`src/utf8_xml_char_validator_defines.svh`:
```
// Assertion macros for the UTF-8 XML character validator.
`ifndef UTF8_XML_CHAR_VALIDATOR_DEFINES_SVH
`define UTF8_XML_CHAR_VALIDATOR_DEFINES_SVH

// Same-cycle implication, sampled on clk_i, off while rst_ni is low.
`define UTF8X_ASSERT(label, ante, cons) \
  label: assert property (@(posedge clk_i) disable iff (!rst_ni) (ante) |-> (cons)) \
    else $error("utf8x assertion failed");

// Next-cycle implication, sampled on clk_i, off while rst_ni is low.
`define UTF8X_ASSERT_NEXT(label, ante, cons) \
  label: assert property (@(posedge clk_i) disable iff (!rst_ni) (ante) |=> (cons)) \
    else $error("utf8x assertion failed");

`endif

```
`src/utf8x_pkg.sv`:
```
// Shared types and constants for the UTF-8 XML character validator.
package utf8x_pkg;

  // Sequence lengths as kept in the decode state
  localparam logic [2:0] LenNone  = 3'd0;
  localparam logic [2:0] LenOne   = 3'd1;
  localparam logic [2:0] LenTwo   = 3'd2;
  localparam logic [2:0] LenThree = 3'd3;
  localparam logic [2:0] LenFour  = 3'd4;

  // Decode state carried from byte to byte
  typedef struct packed {
    logic [1:0]  pending;   // continuation bytes still expected
    logic [2:0]  seq_len;   // length of the sequence in progress
    logic [20:0] cp;        // code point bits gathered so far
    logic        err;       // string already known invalid
  } state_t;

  localparam state_t StateReset = '{pending: 2'd0, seq_len: LenNone, cp: 21'd0, err: 1'b0};

endpackage

```
`src/utf8x_if.sv`:
```
// Request and result channel interfaces of the UTF-8 XML character validator.
interface utf8x_in_if;
  logic       valid;
  logic       ready;
  logic [7:0] byte_value;
  logic       byte_present;
  logic       last;

  modport source (output valid, output byte_value, output byte_present, output last,
                  input ready);
  modport sink   (input valid, input byte_value, input byte_present, input last,
                  output ready);
endinterface

interface utf8x_out_if;
  logic valid;
  logic ready;
  logic string_valid;

  modport source (output valid, output string_valid, input ready);
  modport sink   (input valid, input string_valid, output ready);
endinterface

```
`src/utf8_xml_char_validator.sv`:
```
// UTF-8 XML character validator: takes one byte per request at up to one request per
// cycle and returns one verdict for each request marked last, in the cycle after it is
// accepted. The decode state and the verdict register are updated at the edge where a
// request is accepted; the request side is held off only while a verdict waits in the
// result register and the result side is stalled. An errored string stays invalid
// until its last request, after which the state returns to its reset value.
`include "utf8_xml_char_validator_defines.svh"

module utf8_xml_char_validator
  import utf8x_pkg::*;
(
  input  logic             clk_i,
  input  logic             rst_ni,
  utf8x_in_if.sink         req_i,
  utf8x_out_if.source      res_o
);

  state_t state_q, state_d, step_nxt;
  logic   res_valid_q, res_valid_d;
  logic   res_bit_q, res_bit_d;
  logic   req_fire, req_ready;

  utf8x_step u_step (
    .cur_i         (state_q),
    .byte_value_i  (req_i.byte_value),
    .byte_present_i(req_i.byte_present),
    .nxt_o         (step_nxt)
  );

  // Accept while the result register is empty or draining this cycle
  assign req_ready   = !res_valid_q || res_o.ready;
  assign req_i.ready = req_ready;
  assign req_fire    = req_i.valid && req_ready;

  // State and verdict update
  always_comb begin
    state_d     = state_q;
    res_valid_d = res_valid_q && !res_o.ready;
    res_bit_d   = res_bit_q;
    if (req_fire) begin
      if (req_i.last) begin
        state_d     = StateReset;
        res_valid_d = 1'b1;
        res_bit_d   = !step_nxt.err && (step_nxt.pending == 2'd0);
      end else begin
        state_d = step_nxt;
      end
    end
  end

  always_ff @(posedge clk_i or negedge rst_ni) begin
    if (!rst_ni) begin
      state_q     <= StateReset;
      res_valid_q <= 1'b0;
    end else begin
      state_q     <= state_d;
      res_valid_q <= res_valid_d;
    end
  end

  always_ff @(posedge clk_i) begin
    res_bit_q <= res_bit_d;
  end

  assign res_o.valid        = res_valid_q;
  assign res_o.string_valid = res_bit_q;

  // Checks
  `UTF8X_ASSERT_NEXT(a_last_gives_result, req_fire && req_i.last, res_valid_q)
  `UTF8X_ASSERT_NEXT(a_last_clears_state, req_fire && req_i.last,
                     state_q.pending == 2'd0 && !state_q.err && state_q.seq_len == LenNone)
  `UTF8X_ASSERT(a_pending_below_len, state_q.pending != 2'd0,
                {1'b0, state_q.pending} < state_q.seq_len)
  `UTF8X_ASSERT(a_stall_only_when_full, !req_ready, res_valid_q && !res_o.ready)

endmodule

```
`src/utf8x_step.sv`:
```
// Next-state logic: decodes one byte and checks completed code points.
module utf8x_step
  import utf8x_pkg::*;
(
  input  state_t     cur_i,
  input  logic [7:0] byte_value_i,
  input  logic       byte_present_i,
  output state_t     nxt_o
);

  localparam logic [20:0] CpMax       = 21'h10FFFF;
  localparam logic [20:0] SurrLow     = 21'h00D800;
  localparam logic [20:0] SurrHigh    = 21'h00DFFF;
  localparam logic [20:0] NonCharFffe = 21'h00FFFE;
  localparam logic [20:0] NonCharFfff = 21'h00FFFF;
  localparam logic [20:0] Min2Byte    = 21'h000080;
  localparam logic [20:0] Min3Byte    = 21'h000800;
  localparam logic [20:0] Min4Byte    = 21'h010000;
  localparam logic [20:0] CtrlLimit   = 21'h000020;
  localparam logic [20:0] CharTab     = 21'h000009;
  localparam logic [20:0] CharLf      = 21'h00000A;
  localparam logic [20:0] CharCr      = 21'h00000D;

  // XML character rule plus overlong check for a finished code point
  function automatic logic char_allowed(logic [20:0] cp, logic [2:0] len);
    logic ok;
    ok = 1'b1;
    if ((len == LenTwo && cp < Min2Byte) || (len == LenThree && cp < Min3Byte) ||
        (len == LenFour && cp < Min4Byte)) ok = 1'b0;
    if (cp > CpMax) ok = 1'b0;
    if (cp >= SurrLow && cp <= SurrHigh) ok = 1'b0;
    if (cp < CtrlLimit && cp != CharTab && cp != CharLf && cp != CharCr) ok = 1'b0;
    if (cp == NonCharFffe || cp == NonCharFfff) ok = 1'b0;
    return ok;
  endfunction

  logic [20:0] cp_shift;

  assign cp_shift = {cur_i.cp[14:0], byte_value_i[5:0]};

  // One byte of decode; errors are sticky until the end of the string
  always_comb begin
    nxt_o = cur_i;
    if (byte_present_i && !cur_i.err) begin
      if (cur_i.pending == 2'd0) begin
        if (!byte_value_i[7]) begin
          if (!char_allowed({13'd0, byte_value_i}, LenOne)) nxt_o.err = 1'b1;
        end else if (byte_value_i[7:5] == 3'b110) begin
          nxt_o.pending = 2'd1;
          nxt_o.seq_len = LenTwo;
          nxt_o.cp      = {16'd0, byte_value_i[4:0]};
        end else if (byte_value_i[7:4] == 4'b1110) begin
          nxt_o.pending = 2'd2;
          nxt_o.seq_len = LenThree;
          nxt_o.cp      = {17'd0, byte_value_i[3:0]};
        end else if (byte_value_i[7:3] == 5'b11110) begin
          nxt_o.pending = 2'd3;
          nxt_o.seq_len = LenFour;
          nxt_o.cp      = {18'd0, byte_value_i[2:0]};
        end else begin
          // stray continuation or lead byte F8 and above
          nxt_o.err = 1'b1;
        end
      end else if (byte_value_i[7:6] != 2'b10) begin
        nxt_o.err = 1'b1;
      end else begin
        nxt_o.pending = cur_i.pending - 2'd1;
        if (cur_i.pending == 2'd1) begin
          if (!char_allowed(cp_shift, cur_i.seq_len)) nxt_o.err = 1'b1;
          nxt_o.cp      = 21'd0;
          nxt_o.seq_len = LenNone;
        end else begin
          nxt_o.cp = cp_shift;
        end
      end
    end
  end

endmodule
```
`src/flat_wrapper.sv`:
```
// flat-port wrapper written by rule: the top's interface ports become plain ports
module utf8_xml_char_validator_flat import utf8x_pkg::*;
  (clk_i, rst_ni, req_i_valid, req_i_byte_value, req_i_byte_present, req_i_last, req_i_ready, res_o_valid, res_o_string_valid, res_o_ready);
  utf8x_in_if req_i_i ();
  utf8x_out_if res_o_i ();
  input  logic clk_i;
  input  logic rst_ni;
  input wire logic [$bits(req_i_i.valid)-1:0] req_i_valid;
  input wire logic [$bits(req_i_i.byte_value)-1:0] req_i_byte_value;
  input wire logic [$bits(req_i_i.byte_present)-1:0] req_i_byte_present;
  input wire logic [$bits(req_i_i.last)-1:0] req_i_last;
  output wire logic [$bits(req_i_i.ready)-1:0] req_i_ready;
  output wire logic [$bits(res_o_i.valid)-1:0] res_o_valid;
  output wire logic [$bits(res_o_i.string_valid)-1:0] res_o_string_valid;
  input wire logic [$bits(res_o_i.ready)-1:0] res_o_ready;
  assign req_i_i.valid = req_i_valid;
  assign req_i_i.byte_value = req_i_byte_value;
  assign req_i_i.byte_present = req_i_byte_present;
  assign req_i_i.last = req_i_last;
  assign req_i_ready = req_i_i.ready;
  assign res_o_valid = res_o_i.valid;
  assign res_o_string_valid = res_o_i.string_valid;
  assign res_o_i.ready = res_o_ready;
  utf8_xml_char_validator u_core (.clk_i(clk_i), .rst_ni(rst_ni), .req_i(req_i_i), .res_o(res_o_i));
endmodule
```
`config.mk`:
```
export PLATFORM = sky130hd
export DESIGN_NAME = utf8_xml_char_validator_flat
export DESIGN_NICKNAME = d
export VERILOG_FILES = /design/src/utf8x_pkg.sv /design/src/utf8x_if.sv /design/src/utf8_xml_char_validator.sv /design/src/utf8x_step.sv /design/src/flat_wrapper.sv
export VERILOG_INCLUDE_DIRS = /design/src /design/src/src
export SDC_FILE = /design/constraint.sdc
export NUM_CORES = 1
export LEC_CHECK = 0
export BUFFER_PORTS_ARGS = -buffer_cell sky130_fd_sc_hd__buf_4
export CORE_ASPECT_RATIO = 0.75
export CORE_UTILIZATION = 51
export DETAILED_ROUTE_END_ITERATION = 12
export PLACE_DENSITY = 0.74
export SYNTH_ARGS = -nofsm -noshare
export SYNTH_HDL_FRONTEND = slang
export SYNTH_SLANG_ARGS = --single-unit
```
`constraint.sdc`:
```
create_clock -name clk_i -period 1.99 [get_ports clk_i]
set_input_delay 0.398 -clock clk_i [delete_from_list [all_inputs] [get_ports clk_i]]
set_output_delay 0.398 -clock clk_i [all_outputs]
set_load 0.1 [all_outputs]
```
==> impl_metrics.json, run 1 <==
{
  "cts_sinks": 23,
  "synth-seq-cells": 23,
  "cp_max_fo": 3,
  "fin_crit_ns": 1.92,
  "cpLargestDelayFamily": "simple AND/OR/NAND/NOR gates",
  "final_cells": 222,
  "die_height_microns": 47.5,
  "diodes": 0,
  "numPortBuffers": 16,
  "grt_pass1_vias": 1144,
  "end_kind": "flip-flop",
  "design.die.area_sq_um": 2980,
  "worst_slew_pin_slew_ns": 0.528,
  "reg2reg_slack_ns": 0.07,
  "clkLatencyLatePin_ns": 0.26,
  "io_pins": 17,
  "cts.htree.levels": 1,
  "hold_viol": 0,
  "vias_per_cell": 6.09,
  "crit_slowest_cell": "or4_4",
  "fp-row-count": 16,
  "wl_microns": 3340,
  "synth_edf_count": 1,
  "cts_buffer_depth": 2,
  "nets": 203,
  "power_density_nw_per_um2": 656,
  "numCtsBuffers": 3,
  "gp_congestion": 0.890,
  "async_flop_share": 0.957,
  "max_cap_viol_count": 0,
  "synth_cells": 165,
  "ys_seq_area_frac": 0.412,
  "path_class": "reg2reg",
  "ant_nets": 0,
  "drc": 0,
  "dr_total_vias": 1353,
  "area_growth_pct": 19.7,
  "grt_antenna_before_repair": 0,
  "crit_path_cell_trace": "or4_4, nor4_4, nand4b_1, a41oi_2, nor3_1",
  "ys.flop_type": "dfrtp_1",
  "track_usage": 0.244,
  "post_drt_wl_per_cell_microns": 15.0,
  "finalCritPeriodShare": 0.967,
  "irDropWorstVdd_mv": 0.473,
  "status": "complete, no violations",
  "slew_violations": 0,
  "synth_fp_nets": 181,
  "slew_headroom": 0.647,
  "finClkSkew_ns": 0.00191,
  "post-dp-hpwl_microns": 2490,
  "drtIter0Drc": 124,
  "grt_max_degree": 23,
  "root_buffer": "clkbuf_8",
  "rsz0062_at_grt": "false",
  "setup-violations-final": 0,
  "grt_pass1_wl_microns": 5500,
  "synth.avg_cell_area_sq_um": 8.54,
  "path_buf_inv": 0,
  "fmax_mhz": 520,
  "dp_cells": 218,
  "core_area_sq_um": 2620,
  "grt_overflow": 0,
  "drive_gt1_frac": 0.226,
  "netlist_area_sq_um": 1410,
  "ys_warn_count": 0,
  "cp-start-kind": "flip-flop",
  "cp.required_ns": 2.00,
  "drt_pass1_iterations": 5,
  "start_util": 0.537,
  "cts_tree": "done",
  "hp-class": "in2async",
  "p_leak_uw": 0.000739,
  "slowest_delay_ns": 0.58,
  "cp.arrival_ns": 1.94,
  "die_width_microns": 62.7,
  "synth_cell_types": 41,
  "path_clk_slew_ns": 0.08,
  "finalSetupTns_ns": 0
}
-- final timing paths --
kind                                     start                         to  cells past startpoint
max in group asynchronous               rst_ni         u_core.res_o.valid                      1
min                                     rst_ni          u_core.state_q[0]                      1
max                         u_core.state_q[12]  u_core.res_o.string_valid                      5
min reg2reg                 u_core.state_q[12]         u_core.state_q[12]                      2
min in group clk_i         req_i_byte_value[3]         u_core.state_q[24]                      2
max reg2reg                 u_core.state_q[12]  u_core.res_o.string_valid                      5
-- state kept, by name, summed over array words and instances (netlist names) --
signal	count
u_core.res_o.string_valid	1
u_core.res_o.valid	1
u_core.state_q	21
-- cells by family after synthesis --
| family | share of synthesized area |
|---|---|
| adder cells (fa/ha/maj) | 0.0178 |
| AO/OA/AOI/OAI | 0.274 |
| AND/OR/NAND/NOR | 0.244 |
| flip-flops | 0.412 |
| buffers and inverters | 0.0444 |
| multiplexers | 0.00799 |
-- layout make-up --
cell class | count | area, sq um
fillers | 225 | 936
multi-input cells | 126 | 788
flip-flops and latches | 23 | 582
repair buffers | 26 | 199
well taps | 36 | 45.0
clock buffers | 3 | 41.3
inverters | 7 | 26.3
clock inverters | 1 | 5.00
-- per-layer routing --
layer  part of all wire  vias up  global-route usage
li1                   -      658                   -
met1               0.48      635               0.360
met2               0.44       56               0.370
met3              0.072        4              0.0476
met4             0.0075        0              0.0651
met5                  0        -                   0
-- report_power, final --
| part | internal (uW) | switching, uW |
|---|---|---|
| Combinational | 117 | 192 |
| Clock | 140 | 150 |
| Sequential | 490 | 16.9 |
-- what timing repair did --
item                       in CTS  in global routing
resized for setup               0                  4
setup buffers                   0                  0
hold buffers                    0                  0
setup endpoints to repair       0                 14
-- through the flow --
stage | hold WS, ns | cell area, sq um | total power, uW | utilization | setup WS, ns
after floorplan | 0.102 | 1420 | 713 | - | 0.133
after global placement | 0.305 | 1620 | 814 | 0.618 | 0.120
after detailed placement | 0.308 | 1620 | 816 | 0.618 | 0.0776
after CTS | 0.0153 | 1670 | 1110 | 0.636 | 0.0545
after global routing | 0.0164 | 1690 | 1170 | 0.643 | 0.000579
final | 0.0123 | 1690 | 1110 | 0.643 | 0.0656
-- synthesized netlist by cell type (3+ instances only) --
cell | instances | area [sq um]
or3_1 | 3 | 18.8
and3_1 | 3 | 18.8
o21ai_0 | 37 | 185
a31oi_1 | 5 | 31.3
nand3_1 | 3 | 15.0
a21oi_1 | 3 | 15.0
clkbuf_1 | 7 | 26.3
nand2b_1 | 5 | 31.3
nand4_1 | 5 | 31.3
nand2_1 | 21 | 78.8
dfrtp_1 | 22 | 551
inv_1 | 7 | 26.3
nor2_1 | 7 | 26.3
-- layout by cell type, fill, tap and decap left out, drive strengths merged, types with 5 or more instances in the layout --
master and count:
a31oi 6, buf 26, dfrtp 22, inv 7, nand2 21, nand2b 5
nand4 5, nor2 7, o21ai 38
(Power assumes the default switching activity.)
==> run 2, diff against run 1 <==
--- a/config.mk
+++ b/config.mk
@@ -8,9 +8,10 @@
 export LEC_CHECK = 0
 export BUFFER_PORTS_ARGS = -buffer_cell sky130_fd_sc_hd__buf_4
 export CORE_ASPECT_RATIO = 0.75
-export CORE_UTILIZATION = 51
+export CORE_MARGIN = 8
+export CORE_UTILIZATION = 60
 export DETAILED_ROUTE_END_ITERATION = 12
-export PLACE_DENSITY = 0.74
+export PLACE_DENSITY = 0.82
 export SYNTH_ARGS = -nofsm -noshare
 export SYNTH_HDL_FRONTEND = slang
 export SYNTH_SLANG_ARGS = --single-unit
==> constraint.sdc (replaced) <==
create_clock -name clk_i -period 2.3 [get_ports clk_i]
set_input_delay 0.46 -clock clk_i [delete_from_list [all_inputs] [get_ports clk_i]]
set_output_delay 0.46 -clock clk_i [all_outputs]
set_load 0.1 [all_outputs]
==> run 2 against run 1 <==
Clock skew rose by 0.014 ns. Via count rose by 3.3%. Sequential share of layout area rose by 1.9 points. Core utilization rose by 6.1 points. Non-clock buffer count fell by 6. First-iteration DRC count rose by 18%. Critical endpoint is now u_core.state_q[23].
==> impl_metrics.json, run 2 (synthesized netlist as in run 1, its figures left out) <==
{
  "status": "complete, no violations",
  "drive_gt1_frac": 0.183,
  "start_util": 0.620,
  "area_growth_pct": 13.5,
  "dpl_cell_area_sq_um": 1560,
  "diodes": 0,
  "final_cells": 214,
  "grt_pass1_wl_microns": 6550,
  "nets": 197,
  "die_height_microns": 58.0,
  "holdWs_ns": 0.387,
  "drt_pass1_iterations": 4,
  "vias_per_cell": 6.53,
  "cp_max_fo": 18,
  "slew_headroom": 0.660,
  "rsz0062_at_grt": "false",
  "clkLatencyLatePin_ns": 0.33,
  "reg2reg_depth": 8,
  "setup-violations-final": 0,
  "cts_resized": 0,
  "power_density_nw_per_um2": 558,
  "final_cell_mix": "o21ai_0, nand2_1, dfrtp_1",
  "hold_viol": 0,
  "numPortBuffers": 16,
  "min_to": "u_core.state_q[24]",
  "post-dp-hpwl_microns": 2720,
  "layout_commonest_cell": "o21ai_0",
  "finalCritPeriodShare": 0.922,
  "largest_reg_flops": 21,
  "cts_tree": "done",
  "dr_total_vias": 1398,
  "rr_endpoint": "u_core.state_q[23]",
  "wl_microns": 3720,
  "path_clk_slew_ns": 0.14,
  "cts.htree.levels": 1,
  "fmax_mhz": 472,
  "irDropWorstVdd_mv": 0.365,
  "drc": 0,
  "grt_max_degree": 23,
  "final_core_util": 0.704,
  "slew_violations": 0,
  "root_buffer": "clkbuf_4",
  "design.die.area_sq_um": 4170,
  "ant_nets": 0,
  "numCtsBuffers": 3,
  "hp-class": "in2reg",
  "path_class": "reg2reg",
  "finClkSkew_ns": 0.0161,
  "drtIter0Drc": 146,
  "track_usage": 0.196,
  "grt_overflow": 0,
  "min_from": "req_i_byte_value[3]",
  "cp.arrival_ns": 2.34,
  "dp_cells": 209,
  "top_register": "u_core.state_q",
  "num-fill-cells": 180,
  "end_kind": "flip-flop",
  "finalSetupTns_ns": 0,
  "worst_slew_pin_slew_ns": 0.509,
  "cp.required_ns": 2.52,
  "fp-row-count": 15,
  "io_pins": 17,
  "grt_antenna_before_repair": 0,
  "gp_congestion": 0.913,
  "seq_area_sq_um": 582,
  "reg2reg_slack_ns": 0.18,
  "max_cap_viol_count": 0,
  "p_leak_uw": 0.000681,
  "die_width_microns": 72.0,
  "cp-start-kind": "flip-flop",
  "cts_sinks": 23,
  "hold_depth": 2,
  "rr_startpoint": "u_core.state_q[25]",
  "grt_pass1_vias": 1399,
  "multi_input_comb_area_sq_um": 768,
  "core_area_sq_um": 2270,
  "design_area_sq_um": 1600,
  "post_drt_wl_per_cell_microns": 17.4,
  "fin_crit_ns": 2.12,
  "cts_buffer_depth": 2
}
==> run 2: changes by cell type in the layout (fill, tap and decap cells not counted), sizes merged <==
cell,delta
buf,-7
dlygate4sd3,+1
==> run 2: worst max path at each step <==
stage / from / to / slack (ns)
floorplan: u_core.res_o.valid / u_core.state_q[11] / 0.26
global placement: u_core.state_q[25] / u_core.state_q[23] / 0.36
detailed placement: u_core.state_q[25] / u_core.state_q[23] / 0.27
CTS: u_core.state_q[25] / u_core.state_q[23] / 0.23
global route: u_core.state_q[25] / u_core.state_q[6] / 0.11
finish: u_core.state_q[25] / u_core.state_q[23] / 0.18
==> run 2: power breakdown <==
group / internal, uW / switching [uW] / leakage (uW)
Sequential: 424 / 17.9 / 0.000312
Clock: 65.4 / 130 / 0.0000177
Combinational: 89.2 / 165 / 0.000351
==> run 2: worst max-delay path: stages (launching register included) <==
cell	delay, ns
dfrtp_1	0.47
inv_1	0.08
ha_1	0.25
or2_2	0.29
o21ai_1	0.11
a31oi_2	0.11
buf_4	0.20
nor2_1	0.15
mux2_2	0.35
==> run 2: repair_timing <==
action | 4_1_cts | 5_1_grt
setup buffers | 0 | 0
hold endpoints to repair | 12 | 0
hold buffers | 1 | 0
==> run 2: area by class of cell <==
type,count,share of cell area
Clock buffer,3,0.0141
Clock inverter,1,0.00313
Inverter,7,0.0164
Multi-Input combinational cell,126,0.480
Sequential cell,23,0.364
Tap cell,34,0.0266
Timing Repair Buffer,20,0.0955
==> run 2: layer usage <==
| layer | up-vias | part of all wire | GRT usage | wire [microns] |
|---|---|---|---|---|
| met3 | 6 | 0.10 | 0.0671 | 391 |
| met1 | 655 | 0.42 | 0.257 | 1570 |
| met2 | 92 | 0.46 | 0.290 | 1720 |
| li1 | 645 | - | - | - |
| met4 | 0 | 0.012 | 0.0696 | 44 |
| met5 | - | 0 | 0 | 0 |
==> run 2: per-stage QoR <==
| step | worst slack (ns) | power, uW |
|---|---|---|
| after floorplan | 0.257 | 615 |
| after global placement | 0.361 | 688 |
| after detailed placement | 0.275 | 698 |
| after CTS | 0.228 | 895 |
| after global routing | 0.112 | 934 |
| final | 0.180 | 892 |
